===== config.mk =====
export PLATFORM = sky130hd
export DESIGN_NAME = tib_lowpass
export DESIGN_NICKNAME = d
export VERILOG_FILES = /design/src/rtl/core/temporal_iir_bandpass_macros.svh /design/src/rtl/core/tib_pkg.sv /design/src/rtl/core/tib_lowpass.sv
export SDC_FILE = /design/constraint.sdc
export NUM_CORES = 1
export LEC_CHECK = 0
export ABC_AREA = 0
export CAP_MARGIN = 15
export CORE_MARGIN = 10
export CORE_UTILIZATION = 41
export DETAILED_ROUTE_END_ITERATION = 8
export DONT_BUFFER_PORTS = 1
export GPL_ROUTABILITY_DRIVEN = 0
export GPL_TIMING_DRIVEN = 0
export PLACE_DENSITY = 0.67
export SYNTH_ARGS = -nofsm -noshare
export SYNTH_HDL_FRONTEND = slang
export SYNTH_SLANG_ARGS = --single-unit

===== constraint.sdc =====
create_clock -name vclk -period 12.2
set_clock_uncertainty 0.1 [all_clocks]
set_input_delay 1.83 -clock vclk [all_inputs]
set_output_delay 1.83 -clock vclk [all_outputs]
set_load 0.02 [all_outputs]

===== src/rtl/core/temporal_iir_bandpass_macros.svh =====
// Assertion macros shared by the temporal bandpass RTL.
// Clocked on i_clk and disabled while i_rst_n is low; no other dependencies.
`ifndef TEMPORAL_IIR_BANDPASS_MACROS_SVH
`define TEMPORAL_IIR_BANDPASS_MACROS_SVH

// Condition implies consequence in the same cycle.
`define TIB_ASSERT_NOW(label, cond, cons, msg) \
    label: assert property (@(posedge i_clk) disable iff (!i_rst_n) \
        (cond) |-> (cons)) else $error(msg);

// Condition implies consequence in the next cycle.
`define TIB_ASSERT_NEXT(label, cond, cons, msg) \
    label: assert property (@(posedge i_clk) disable iff (!i_rst_n) \
        (cond) |=> (cons)) else $error(msg);

`endif


===== src/rtl/core/tib_pkg.sv =====
// Package for the temporal bandpass filter: field widths, register codes
// and coefficient reset values. No dependencies.
package tib_pkg;

    localparam int INDEX_BITS     = 16;
    localparam int COEF_BITS      = 16;
    localparam int CFG_INDEX_BITS = 1;

    typedef enum logic [CFG_INDEX_BITS-1:0] {
        CFG_COEF_HIGH = 1'b0,
        CFG_COEF_LOW  = 1'b1
    } t_cfg_reg;

    localparam logic [COEF_BITS-1:0] COEF_HIGH_RESET = 16'd32768;
    localparam logic [COEF_BITS-1:0] COEF_LOW_RESET  = 16'd4096;

endpackage


===== src/rtl/core/tib_lowpass.sv =====
// One first-order lowpass update in Q0.16: lp + floor(coef * (x - lp) / 2^16),
// or a load of the sample on a primed item. Depends on tib_pkg.
module tib_lowpass
    import tib_pkg::*;
#(
    parameter int SAMPLE_BITS = 16
) (
    input  logic                          i_prime,
    input  logic signed [SAMPLE_BITS-1:0] i_lp,
    input  logic signed [SAMPLE_BITS-1:0] i_sample,
    input  logic [COEF_BITS-1:0]          i_coef,
    output logic signed [SAMPLE_BITS-1:0] o_lp
);
    localparam int PROD_W = SAMPLE_BITS + COEF_BITS + 2;

    logic signed [SAMPLE_BITS:0]   diff;
    logic signed [COEF_BITS:0]     coef_s;
    logic signed [PROD_W-1:0]      prod;
    logic signed [PROD_W-1:0]      step;
    logic signed [SAMPLE_BITS:0]   sum;

    always_comb begin
        diff   = (SAMPLE_BITS+1)'(i_sample) - (SAMPLE_BITS+1)'(i_lp);
        coef_s = signed'({1'b0, i_coef});
        prod   = PROD_W'(coef_s) * PROD_W'(diff);
        // Arithmetic shift rounds toward minus infinity.
        step   = prod >>> COEF_BITS;
        // The new value lies between the old value and the sample, so it fits.
        sum    = (SAMPLE_BITS+1)'(i_lp) + step[SAMPLE_BITS:0];
        o_lp   = i_prime ? i_sample : sum[SAMPLE_BITS-1:0];
    end
endmodule

* Word-level counts from Yosys, hierarchy flattened
Cells that the tools add are included.
** Cells by class
- Add/subtract/negate cells :: 2
- $mul :: 1
- Multiplexer cells :: 1
** Operator list (count)
- multiplier 17 x 17 -> 32 bit :: 1
- subtractor 16 x 16 -> 17 bit :: 1
- adder 16 bit :: 1
- 2-to-1 mux 16 bit :: 1
** Word-level totals
- Flip-flop bits (word level) :: 0
- Input port bits :: 49

* Depth between registers and ports, before layout
- Word-level depth :: 4
- Depth in mapped cells :: 42

* Least setup slack after synthesis
No wires, ideal clock.
- Path kind :: input-to-output
- Start point :: input port i_sample[0]
- End point :: output port o_lp[15]
- Data arrival time :: 10.757 ns
- Setup slack :: -0.487 ns
- Stages :: 39
- Path through :: inv_1 ha_1 fa_1 and2b_1 o31ai_2 a311oi_1 a21o_1 a21oi_1 xnor2_1 clkbuf_1 nand2_1 fa_1 inv_1 fa_1 inv_1 fa_1 inv_1 fa_1 [3 not listed] inv_1 ha_1 a21o_1 a21o_1 a2111oi_4 o21ai_1 o21a_1 a41o_2 a21oi_2 o21bai_1 xor2_1 ha_1 or2_2 o31a_1 o211ai_2 xnor2_1 and3_1 nor3_2
** Between the ends
- Word-level cells in the longest chain between the ends :: 4
** Ends and longest elaborated chain
- start: declaration :: line tib_lowpass.sv:10 : input logic signed [SAMPLE_BITS-1:0] i_sample,
- subtractor 16 x 16 -> 17 bit :: line tib_lowpass.sv:23 : diff = (SAMPLE_BITS+1)'(i_sample) - (SAMPLE_BITS+1)'(i_lp);
- multiplier 17 x 17 -> 32 bit :: line tib_lowpass.sv:25 : prod = PROD_W'(coef_s) * PROD_W'(diff);
- adder 16 bit :: line tib_lowpass.sv:29 : sum = (SAMPLE_BITS+1)'(i_lp) + step[SAMPLE_BITS:0];
- 2-to-1 mux 16 bit :: line tib_lowpass.sv:30 : o_lp = i_prime ? i_sample : sum[SAMPLE_BITS-1:0];
- end: declaration :: line tib_lowpass.sv:12 : output logic signed [SAMPLE_BITS-1:0] o_lp
Every way passes these cells.

* Final worst setup path
Ends and elaborated chain as after synthesis.

==> run metrics <==
status=finished with violations; failing checks=negative setup slack; Worst-Margin Slew=872.8 ps; Vias=8,234; Setup-failing EPs final=8; number of global-route vias before repair=8,951; Avg WL per Cell=17.69 um; Hold Startpoint=i_sample[13]; initial cell density of the core=between 40 and 50%; sequential cell area fraction in the yosys report=0%; Syn Area/Cell=8.441 um^2; largest net degree at the start of global routing=11; Pre-antenna DRT Iters=7; Mapped Nets=~1,600; Yosys cell types=64; Post-DP HPWL=22.91 mm; P&R area growth vs syn=15.86%; ratio of cells with drive above 1 in the final layout=15.31%; Synth area leader=fa_1; routed vias/inst=5.114; most used cell, CP=fa_1; Slew headroom=between 40% and 50%; fin area=12,000 um^2; placed instance area=10,870 um^2; maxcap violations=0; initial antenna violation count=1; Die Height=178.9 um; final net count=about 1,700; port buffer count=0; Synth top area share=40.59%; fin crit share=105.1%; FMAX=77.97 MHz; first-pass GRT wire length=46.17 mm; critical path peak fanout=4; DIE WIDTH=roughly 180 um; Cells after DPL=roughly 1,600; Seq cells=0; Worst Setup Slack, final=-625.2 ps; Overall Global Routing Usage=between 10% and 20%; # DRC=0; critical path's largest stage delay=590 ps; CP endpoint kind=output port; synth top area cells=fa_1 41%, ha_1 18%, inv_1 11%, nand2_1 5.8%, and2_1 4.5%; RSZ-0062 raised after global routing=true; CP arrival=between 10,000 and 15,000 ps; Worst Hold Class=input pin to output port; Post-CTS Hold Buffers=0; crit path from=i_sample[0]; # IOs=65; DIE AREA=32,020 um^2; Fin. Hold Viols=0; Rows=58; GR Overflow Total=0; DRT antenna net count=0; Worst Setup Start Kind=input pin; pre-CTS setup slack=-1786 ps; synthesized area=10,360 um^2; clkbuf count=0; post-route non-filler standard cell count=1,610; drt total wl=roughly 28 mm; n_diodes=0; final core occ=47.93%; core area=25,040 um^2; Syn. warnings=0; number of DRC markers in iteration 0=between 400 and 500; Synth Instances=1,227; CP max stage cell=fa_1; CP Class=input pin to output port; worst endpoint required time=10,270 ps; register area=0 um^2; max-slew violation count=0; Final min period=12,830 ps
-- worst paths after layout --
| kind | slack, ps | depth (start not counted) | end |
|---|---|---|---|
| setup / recovery | -630 | 39 | o_lp[15] |
| hold / removal | 3720 | 2 | o_lp[13] |
-- per-stage QoR --
stage               hold WS, ps  setup TNS (ps)
floorplan                  3718          -26.88
detailed placement         3737          -17630
global route               3728           -6138
CTS                        3716           -1830
finish                     3717           -2223
global placement           3730          -15640
-- placed cells by master, fill, tap and decap left out, types with 9 or more instances in the layout --
cell	Yosys	final
ha_1	147	134
buf_4	1	51
a21o_1	10	9
inv_1	305	296
fa_1	210	207
clkbuf_1	32	20
and2_1	75	73
a21oi_2	2	9
xnor2_1	29	20
nand2_1	159	155
o21ai_2	1	14
nor2b_1	34	34
or2_2	11	10
o21ai_0	32	19
a21oi_1	22	10
nor2_1	40	36
-- per-layer routing --
metal | global-route usage [%] | part of all wire, %
met1 | 22.10 | 40
met2 | 32.45 | 51
met3 | 2.991 | 7.2
met4 | 3.961 | 2.4
met5 | 0 | 0
-- Yosys cell counts (9+ instances only) --
master	count
inv_1	305
fa_1	210
nand2_1	159
ha_1	147
and2_1	75
nor2_1	40
nor2b_1	34
clkbuf_1	32
o21ai_0	32
xnor2_1	29
a21oi_1	22
xor2_1	12
or2_2	11
a21o_1	10
nor3_1	10
a21boi_0	9
-- logic make-up (layout without fill, tap and decap cells) --
logic type / after synthesis / count (layout) / synth area share [%]
buffers and inverters: 341 / 394 / 12.50
AND/OR/NAND/NOR: 363 / 363 / 17.24
XOR/XNOR: 41 / 41 / 3.467
multiplexers: 4 / 4 / 0.4228
AO/OA/AOI/OAI: 121 / 121 / 8.021
adder cells (fa/ha/maj): 357 / 357 / 58.35
-- what timing repair did --
item                       4_1_cts  5_1_grt
gates resized for setup        123       42
gates cloned                     0        0
setup endpoints to repair       15       13
setup buffers                   42       12
pin swaps                       79       34
-- final cells by class --
| cell class | instances | area, um^2 |
|---|---|---|
| buffer | 36 | 260.3 |
| timing repair buffer | 53 | 425.4 |
| fill | 2360 | 13040 |
| inverter | 305 | 1157 |
| tap | 330 | 412.9 |
| multi-input combinational | 886 | 9744 |
-- worst max-delay path, delay by kind of cell --
family,cells,cell delay (ps)
XOR/XNOR,3,430
AND/OR/NAND/NOR,6,1460
adder cells (fa/ha/maj),10,3880
buffers and inverters,8,690
AO/OA/AOI/OAI,12,2580
Power is not shown: default switching activity piles up to over one toggle a cycle in this logic, so the estimate is an artifact.
